### src/rtl/core/bpl_ram.sv
// ----------------------------------------------------------------------------
// BSP point locate: generic RAM
// One write port and one read port, read data registered on a read enable.
// ----------------------------------------------------------------------------
`default_nettype none

module bpl_ram #(
	parameter int WIDTH = 8,
	parameter int DEPTH = 16
) (
	input  wire logic                     clk,
	input  wire logic                     we,
	input  wire logic [$clog2(DEPTH)-1:0] waddr,
	input  wire logic [WIDTH-1:0]         wdata,
	input  wire logic                     re,
	input  wire logic [$clog2(DEPTH)-1:0] raddr,
	output logic [WIDTH-1:0]              rdata
);

	logic [WIDTH-1:0] mem [DEPTH];

	always_ff @(posedge clk) begin
		if (we) begin
			mem[waddr] <= wdata;
		end
		if (re) begin
			rdata <= mem[raddr];
		end
	end

endmodule

`default_nettype wire

### config.mk
export PLATFORM = sky130hd
export DESIGN_NAME = bpl_ram
export DESIGN_NICKNAME = d
export VERILOG_FILES = /design/src/rtl/core/bpl_ram.sv
export SDC_FILE = /design/constraint.sdc
export NUM_CORES = 1
export LEC_CHECK = 0
export BUFFER_PORTS_ARGS = -buffer_cell sky130_fd_sc_hd__buf_2
export CAP_MARGIN = 20
export CORE_AREA = 2 2 118 120
export CTS_CLUSTER_SIZE = 16
export DETAILED_ROUTE_END_ITERATION = 8
export DIE_AREA = 0 0 120 122
export MAX_ROUTING_LAYER = met4
export PLACE_DENSITY_LB_ADDON = 0.05
export SYNTH_ARGS = -nofsm -noshare
export SYNTH_HDL_FRONTEND = slang
export SYNTH_SLANG_ARGS = --single-unit
export TNS_END_PERCENT = 30
### constraint.sdc
create_clock -name clk -period 3.7 [get_ports clk]
set_input_delay 0.185 -clock clk [delete_from_list [all_inputs] [get_ports clk]]
set_output_delay 0.185 -clock clk [all_outputs]
set_load 0.05 [all_outputs]
==> out/metrics.csv <==
metric;value;unit
cellLeakagePower;0.002047;µW
core_area;13500;µm²
viasPerCell;5.026;
clockBufferDepth;2;
wl_per_cell;22.89;µm
numCtsBuffers;17;
power.total;3780;µW
fin_tns_setup;0;ps
tightest_slew;1054;ps
die_x;120;µm
post-route-min-period;1710;ps
ys_seq_elements;136;
clock-sinks;136;
post_cts_buffers;0;
timing.rr.start;mem[1][5]$_DFFE_PP_;
clock.fmax;0.5849;GHz
clock_skew;17.36;ps
worstHoldStart;wdata[7];
peakVddDrop;0.2972;mV
fin_nets;287;
maxCapViolations;0;
die-area;14640;µm²
cp_data_arrival_time;1860;ps
syn_nets;248;
num_rows;43;
cts_resized;0;
ys_types;18;
fin_area;6202;µm²
finalSetupViolations;0;
ys_seq_area_share;78.12;%
outcome;finished clean;
ctsHoldBuffers;0;
fin_cells;461;
dp.cells;429;
hold_violations;0;
hpwl;6466;µm
p_per_area;609.5;nW/µm²
placedInstanceArea;5544;µm²
cts_tree;done;
path_cells;buf_2 -> buf_12 -> mux4_1 -> a22oi_1 -> nand2_1;
critPathRequiredTime;3850;ps
antennaDiodeCount;0;
drive_gt1_share;28.11;%
r2r_slack;2210;ps
synth_largest_area_cell;edfxtp_1;
cts.clk_slew.worst_paths;50;ps
synth_warnings;0;
clock_latency;410;ps
period_share;46.21;%
slowest_stage;mux4_1;
drc_errors;0;
reg2reg_depth;3;
crit_fanout;18;
grt_pass1_wl;16230;µm
portBuffers;26;
syn_avg_cell_area;22.83;µm²
relSlewSlack;29.48;%
syn_area;5228;µm²
hold_class;in2reg;
initial_core_util;38.71;%
io_pins;27;
synth_area_leaders;edfxtp_1, mux4_2, mux4_1;
ant_nets;0;
grt_start_max_net_pins;33;
rsz0062_at_grt;false;
nFillCells;1127;
timing.rr.end;rdata[5]$_DFFE_PP_;
first_pass_iters;4;
hold_depth;1;
grt_remaining_overflow;0;
hold_path_end;mem[12][7]$_DFFE_PP_;
gp_congestion;0.7275;
grt_pass1_vias;2546;
slew_viol_final;0;
drt-initial-drc-count;186;
cts-htree-levels;4;
setup.worst_path.class;in2reg;
fin_hold_ws;157.7;ps
syn_to_final_growth;18.65;%
antenna_found_initial;0;
track_usage;16.68;%
yosys.area.top_type_share;78.12;%
cp_slowest_stage_delay;560;ps
start_kind;input pin;
clockRootBuffer;clkbuf_16;
synthCells;229;
vias;2317;
wirelength;10550;µm
dieHeight;122;µm
end_kind;flip-flop;
==> registers in the layout, indices dropped and copies added, names as in the netlist <==
name / count
rdata: 8
mem: 128
==> stage by stage <==
stage | setup slack [ps] | util (%)
after floorplan | 2022 | -
after global placement | 1507 | 41.05
after detailed placement | 1487 | 41.05
after CTS | 1923 | 45.93
after global routing | 1832 | 45.93
final | 1990 | 45.93
==> final cells by class <==
type | instances | area [µm²] | area share [%]
repair buffers | 30 | 172.7 | 2.784
well taps | 180 | 225.2 | 3.631
flip-flops and latches | 136 | 4084 | 65.85
multi-input cells | 83 | 1062 | 17.13
clock buffers | 18 | 429.2 | 6.920
clock inverters | 14 | 229.0 | 3.692
==> power breakdown <==
part,switching [µW],total (µW),internal (µW)
clock,601,1860,1260
combinational,115,178,62.6
sequential,8.62,1750,1740
==> cells in the mapped netlist <==
cell             count
edfxtp_1           136
mux4_2              18
a22oi_1             16
mux4_1              14
nor2_1              13
nand2_1              9
nor3_1               4
buf_2                3
buf_6                3
clkdlybuf4s25_2      3
nand2b_1             2
nand3b_1             2
and2_1               1
and2b_1              1
buf_4                1
nand3_1              1
nor2b_1              1
or3b_2               1
==> worst max-delay path by stage <==
stage                  start             endpoint
CTS                 raddr[0]   rdata[5]$_DFFE_PP_
floorplan           waddr[2]  mem[0][0]$_DFFE_PP_
global placement    raddr[0]   rdata[5]$_DFFE_PP_
finish              raddr[0]   rdata[5]$_DFFE_PP_
detailed placement  raddr[0]   rdata[5]$_DFFE_PP_
global route        raddr[0]   rdata[3]$_DFFE_PP_
==> critical path, delay by kind of cell <==
kind                   cells  cell delay, ps
buffers and inverters      2             700
and+or+nand+nor            1             100
muxes                      1             560
AOI/OAI and AO/OA          1             290
==> layer usage <==
layer	vias to the layer above	GRT usage, %	part of all wire [%]
li1	1061	-	-
met3	4	4.073	4.1
met5	-	-	0
met1	1190	21.84	45
met4	0	5.662	0.95
met2	62	25.78	50
==> cells by family (layout without fill, tap and decap cells) <==
logic type	after synthesis	in the layout	synth area share, %
AND/OR/NAND/NOR	35	35	3.136
multiplexers	32	32	14.79
AO/OA/AOI/OAI	16	16	2.298
buffers and inverters	10	62	1.651
flip-flops	136	136	78.12
==> cell usage in the layout, fill, tap and decap left out <==
master	Yosys	routed
nor3_1	4	3
bufinv_16	0	6
and2b_1	1	1
clkinv_2	0	2
clkinv_1	0	2
edfxtp_1	136	136
nand3b_1	2	2
clkinvlp_4	0	3
nor2b_1	1	1
nor2_1	13	13
or3b_2	1	1
nand2_1	9	9
a22oi_1	16	16
mux4_1	14	14
buf_12	0	1
mux4_2	18	18
and2_1	1	1
clkbuf_16	0	17
clkinv_4	0	1
buf_2	3	26
nand2b_1	2	2
clkbuf_1	0	1
nor3_2	0	1
nand3_1	1	1
buf_4	1	3
(Power assumes the default switching activity.)
