[config.mk]
export PLATFORM = sky130hd
export DESIGN_NAME = bpl_side
export DESIGN_NICKNAME = d
export VERILOG_FILES = /design/src/rtl/core/bpl_pkg.sv /design/src/rtl/core/bpl_side.sv
export SDC_FILE = /design/constraint.sdc
export NUM_CORES = 2
export LEC_CHECK = 0
export BUFFER_PORTS_ARGS = -buffer_cell sky130_fd_sc_hd__clkbuf_2
export CORE_ASPECT_RATIO = 0.6
export CORE_MARGIN = 2
export CORE_UTILIZATION = 57
export DETAILED_ROUTE_END_ITERATION = 10
export GPL_TIMING_DRIVEN = 0
export HOLD_SLACK_MARGIN = 0.1
export PLACE_DENSITY = 0.83
export SETUP_SLACK_MARGIN = 0.3
export SLEW_MARGIN = 20
export SYNTH_ARGS = -nofsm -noshare
export SYNTH_HDL_FRONTEND = slang
export SYNTH_SLANG_ARGS = --single-unit
[constraint.sdc]
create_clock -name clk -period 8.6 [get_ports clk]
set_input_delay 0.86 -clock clk [delete_from_list [all_inputs] [get_ports clk]]
set_output_delay 0.86 -clock clk [all_outputs]
set_load 0.02 [all_outputs]
[src/rtl/core/bpl_pkg.sv]
// ----------------------------------------------------------------------------
// BSP point locate: shared package
// Types and fixed constants of the point location block: the node entry
// layout, child reference coding, item functions and the control and status
// words passed between the sequencer and the side unit.
// ----------------------------------------------------------------------------
`default_nettype none

package bpl_pkg;

	localparam int COORD_W = 32;
	localparam int REF_W   = 16;
	localparam int LEAF_W  = 15;
	localparam int ENTRY_W = 12;
	localparam int INT_W   = 16;
	localparam int FRAC_W  = 16;

	// Bit 15 of a child reference marks a leaf; the low 15 bits hold its index.
	localparam int LEAF_BIT = 15;

	localparam logic [REF_W-1:0] ROOT_RESET = 16'h8000;

	localparam logic FUNC_WRITE  = 1'b0;
	localparam logic FUNC_LOCATE = 1'b1;

	localparam int APB_ADDR_W = 2;
	localparam int APB_DATA_W = 32;
	localparam logic [APB_ADDR_W-1:0] REG_ROOT = 2'd0;

	typedef struct packed {
		logic signed [COORD_W-1:0] origin_x;
		logic signed [COORD_W-1:0] origin_y;
		logic signed [COORD_W-1:0] delta_x;
		logic signed [COORD_W-1:0] delta_y;
		logic [REF_W-1:0]          front_ref;
		logic [REF_W-1:0]          back_ref;
	} node_t;

	localparam int NODE_W = $bits(node_t);

	// Sequencer steps that drive the side unit.
	typedef struct packed {
		logic eval;
		logic mul_first;
		logic mul_second;
	} side_ctl_t;

	// direct: the side is settled in the evaluate step without products.
	typedef struct packed {
		logic direct;
		logic side;
	} side_res_t;

endpackage

`default_nettype wire

[src/rtl/core/bpl_side.sv]
// ----------------------------------------------------------------------------
// BSP point locate: side unit
// Decides on which side of a node's partition line the point lies. Axis
// aligned lines and opposite sign cases settle at once; the general case
// runs two products through one shared 32 x 16 multiplier and compares them.
// ----------------------------------------------------------------------------
`default_nettype none

module bpl_side import bpl_pkg::*; (
	input  wire logic                      clk,
	input  wire side_ctl_t                 ctl,
	input  wire node_t                     node,
	input  wire logic signed [COORD_W-1:0] px,
	input  wire logic signed [COORD_W-1:0] py,
	output side_res_t                      res
);

	localparam int PROD_W = COORD_W + INT_W;

	logic signed [COORD_W-1:0] rx, ry;
	logic signed [COORD_W-1:0] rx_q, ry_q;
	logic signed [COORD_W-1:0] prod_a_q, prod_b_q;
	logic signed [COORD_W-1:0] mul_a;
	logic signed [INT_W-1:0]   mul_b;
	logic signed [PROD_W-1:0]  prod;
	logic dx_zero, dy_zero, dx_pos, dy_pos, dx_neg, dy_neg;
	logic px_le_ox, py_le_oy, sign_mix, direct_side;

	assign rx = px - node.origin_x;
	assign ry = py - node.origin_y;

	assign dx_zero = (node.delta_x == '0);
	assign dy_zero = (node.delta_y == '0);
	assign dx_neg  = node.delta_x[COORD_W-1];
	assign dy_neg  = node.delta_y[COORD_W-1];
	assign dx_pos  = !dx_neg && !dx_zero;
	assign dy_pos  = !dy_neg && !dy_zero;
	assign px_le_ox = (px <= node.origin_x);
	assign py_le_oy = (py <= node.origin_y);

	assign sign_mix = node.delta_y[COORD_W-1] ^ node.delta_x[COORD_W-1]
	                ^ rx[COORD_W-1] ^ ry[COORD_W-1];

	always_comb begin
		if (dx_zero) begin
			direct_side = px_le_ox ? dy_pos : dy_neg;
		end else if (dy_zero) begin
			direct_side = py_le_oy ? dx_neg : dx_pos;
		end else begin
			direct_side = node.delta_y[COORD_W-1] ^ rx[COORD_W-1];
		end
	end

	// First product is ry times the integer part of dx, the second is the
	// integer part of dy times rx; each keeps bits 47:16 of the full product.
	assign mul_a = ctl.mul_first ? ry_q : rx_q;
	assign mul_b = ctl.mul_first ? node.delta_x[COORD_W-1 -: INT_W]
	                             : node.delta_y[COORD_W-1 -: INT_W];
	assign prod  = mul_a * mul_b;

	always_ff @(posedge clk) begin
		if (ctl.eval) begin
			rx_q <= rx;
			ry_q <= ry;
		end
		if (ctl.mul_first) begin
			prod_a_q <= prod[PROD_W-1 -: COORD_W];
		end
		if (ctl.mul_second) begin
			prod_b_q <= prod[PROD_W-1 -: COORD_W];
		end
	end

	assign res.direct = dx_zero || dy_zero || sign_mix;
	assign res.side   = ctl.eval ? direct_side : (prod_a_q >= prod_b_q);

endmodule

`default_nettype wire

==> metrics.md <==
| Metric | Value |
|---|---|
| Multi-input gate area | `20100 sq um` |
| Post-synthesis compound-gate area fraction | `7.983%` |
| Antenna viol nets, final | `0` |
| Layout cell share with drive strength beyond 1 | `14.82%` |
| Slew HR | `16.88%` |
| Filler Cells Inserted | `3538` |
| Max frequency | `120.2 MHz` |
| Most frequent cells in the layout | `inv_1 (671), fa_1 (486), nand2_1 (334)` |
| Root Driver | `clkbuf_16` |
| Setup-failing EPs final | `0` |
| Fin crit share | `96.72%` |
| Async S/R FF share, synth | `0%` |
| Final GP Congestion | `1.052` |
| Die width | `280.1 microns` |
| Worst-case clock skew | `0.01091 ns` |
| YS warnings | `0` |
| Main combinational cell family by area after synthesis | `adder cells` |
| Syn_nets | `3751` |
| Busiest grt layer | `met2` |
| Initial antenna violation count | `1` |
| Hold Vio Cnt, Final | `0` |
| Layout Cells excl Fill | `3714` |
| DP HPWL | `68990 microns` |
| Distinct cell type count after synthesis | `68` |
| N_diodes | `0` |
| Met2 Track Usage GR | `53.67%` |
| Crit end category | `register` |
| Synth Instances | `2829` |
| Final nets | `4034` |
| Total CTS buffers | `17` |
| Met1 usage | `52.05%` |
| Flops & latches, synth | `128` |
| Ports | `230` |
| Min-Delay Path Class | `in2reg` |
| Top FF cell, synth | `edfxtp_1` |
| Final core utilization | `66.38%` |
| Critical Path AT | `8.49 ns` |
| First-pass GRT wire length | `130900 microns` |
| Routed vias | `22050` |
| Status | `finished, final reports clean` |
| Most common cell after layout, fill and taps aside | `inv_1` |
| Critical Path Source Type | `primary input` |
| # DRC | `0` |
| RSZ-0062 raised after global routing | `no` |
| Synthesized cell area | `26080 sq um` |
| H-tree lvl count | `4` |
| Clock-pin slew on the worst setup and hold paths | `0.07 ns` |
| Mux contribution to synthesized area | `3.752%` |
| Vias/cell | `5.936` |
| Placed cells | `3616` |
| Met3 GRT Util | `13.52%` |
| GR Util All Layers | `37.33%` |
| CP required | `8.77 ns` |
| Setup WS post-layout | `0.2825 ns` |
| Site row count | `60` |
| CTS tree | `yes` |
| Pre-CTS WS | `-3.139 ns` |
| GRT overflow | `0` |
| Post-synth EDFFs | `128` |
| DRT iter0 DRCs | `2616` |
| Hold WS | `0.7543 ns` |
| Core area | `44970 sq um` |
| Syn avg cell area | `9.218 sq um` |
| Port bufs | `197` |
| Xor/xnor share of the synthesized area | `3.176%` |
| Seq/Total Area, Yosys | `14.74%` |
| Pin count of the biggest net entering global routing | `60` |
| Slew Viols, Final | `0` |
| Vias in the first global route | `22680` |
| Clk sinks | `128` |
| Max-Cap Viols | `0` |
| Maximum buffer depth of the clock tree | `2` |
| Crit-path max FO | `33` |
| Storage cell area | `3844 sq um` |
| Synth Area in Simple Gates | `12.50%` |
| Die ar. | `47540 sq um` |
| Critical path class | `in2reg` |
| Chip height | `169.7 microns` |
| Adder-cell share of the synthesized area | `47.32%` |
| Worst Tran Pin Value | `1.235 ns` |
| Area delta synth->final | `14.46%` |
| Wirelength, routed | `85170 microns` |
| Post-route minimum period | `8.318 ns` |
| Clk_lat worst skew | `0.46 ns` |
| Avg WL per Cell | `22.93 microns` |
| First-pass DRT Iterations | `6` |
| Starting density of the core | `57.99%` |
-- path summary, 6_finish.rpt --
kind / endpoint / cells after the start / slack [ns] / start
worst max-delay path: prod_b_q[25]$_DFFE_PP_ / 23 / 0.28 / ctl[1]
worst min-delay path: ry_q[26]$_DFFE_PP_ / 1 / 0.75 / ctl[2]
worst max register to register: prod_b_q[25]$_DFFE_PP_ / 23 / 1.11 / rx_q[31]$_DFFE_PP_
worst min register to register: prod_b_q[1]$_DFFE_PP_ / 5 / 1.49 / ry_q[0]$_DFFE_PP_
-- repair_timing --
| action | CTS | global route |
|---|---|---|
| endpoints found under the hold margin | 0 | 0 |
| gates resized for setup | 146 | 91 |
| setup endpoints to repair | 64 | 28 |
| setup buffers | 23 | 43 |
| hold buffers | 0 | 0 |
| pin swaps | 1 | 6 |
-- Yosys cell counts, types with 16 or more instances --
library cell  instances  share of area (%)
inv_1               671                9.7
fa_1                487                 37
nand2_1             334                4.8
nor2_1              294                4.2
ha_1                207                9.9
edfxtp_1            128                 15
a21oi_1              93                1.8
xnor2_1              71                2.4
a21o_1               48                1.4
mux2_2               46                2.0
mux2i_1              46                1.8
clkbuf_1             44               0.63
o21ai_0              43               0.83
nand3_1              29               0.56
nand4_1              25               0.60
nor3_1               22               0.42
xor2_1               21               0.71
nor4_1               17               0.41
a31oi_1              16               0.38
-- registers in the layout, summed over array words and instances, names as in the netlist --
signal    count
ry_q         32
rx_q         32
prod_b_q     32
prod_a_q     32
-- through the flow --
step	TNS, ns	instance area [sq um]
floorplan	0	26080
global placement	-142.42	27800
detailed placement	-157.61	27850
CTS	0	29220
global route	0	29850
finish	0	29850
-- cell type report --
class | count | share of cell area (%)
Clock buffer | 17 | 1.425
Buffer | 59 | 1.480
Tap cell | 589 | 2.469
Timing Repair Buffer | 264 | 5.466
Clock inverter | 15 | 0.4946
Sequential cell | 128 | 12.88
Inverter | 672 | 8.463
Multi-Input combinational cell | 1970 | 67.32
-- kinds of logic after synthesis --
family / after synthesis
DFF: 128
buffers and inverters: 731
AOI/OAI and AO/OA: 313
adders and majority gates: 694
muxes: 92
xor gates and xnor gates: 93
and+or+nand+nor: 778
-- worst max-delay path: stages --
cell       delay [ns]
clkbuf_16        0.22
buf_12           0.19
buf_12           0.18
mux2i_4          0.61
clkbuf_2         0.45
nor2_1           0.13
fa_1             0.56
fa_1             0.45
fa_1             0.57
fa_1             0.44
fa_1             0.50
inv_1            0.05
fa_1             0.47
inv_1            0.04
ha_1             0.34
and4_1           0.29
nand3_1          0.24
o31ai_4          0.45
a311o_2          0.41
a31oi_4          0.14
buf_4            0.16
buf_4            0.12
o311ai_0         0.53
-- layer usage --
metal	part of all wire [%]	wire, microns
met1	40	34100
met2	42	35440
met3	14	12240
met4	4.0	3381
met5	0.016	14
Power is left out: the tool's default activity adds up to more than one toggle a clock period on the data nets, which glitch-free logic cannot reach.
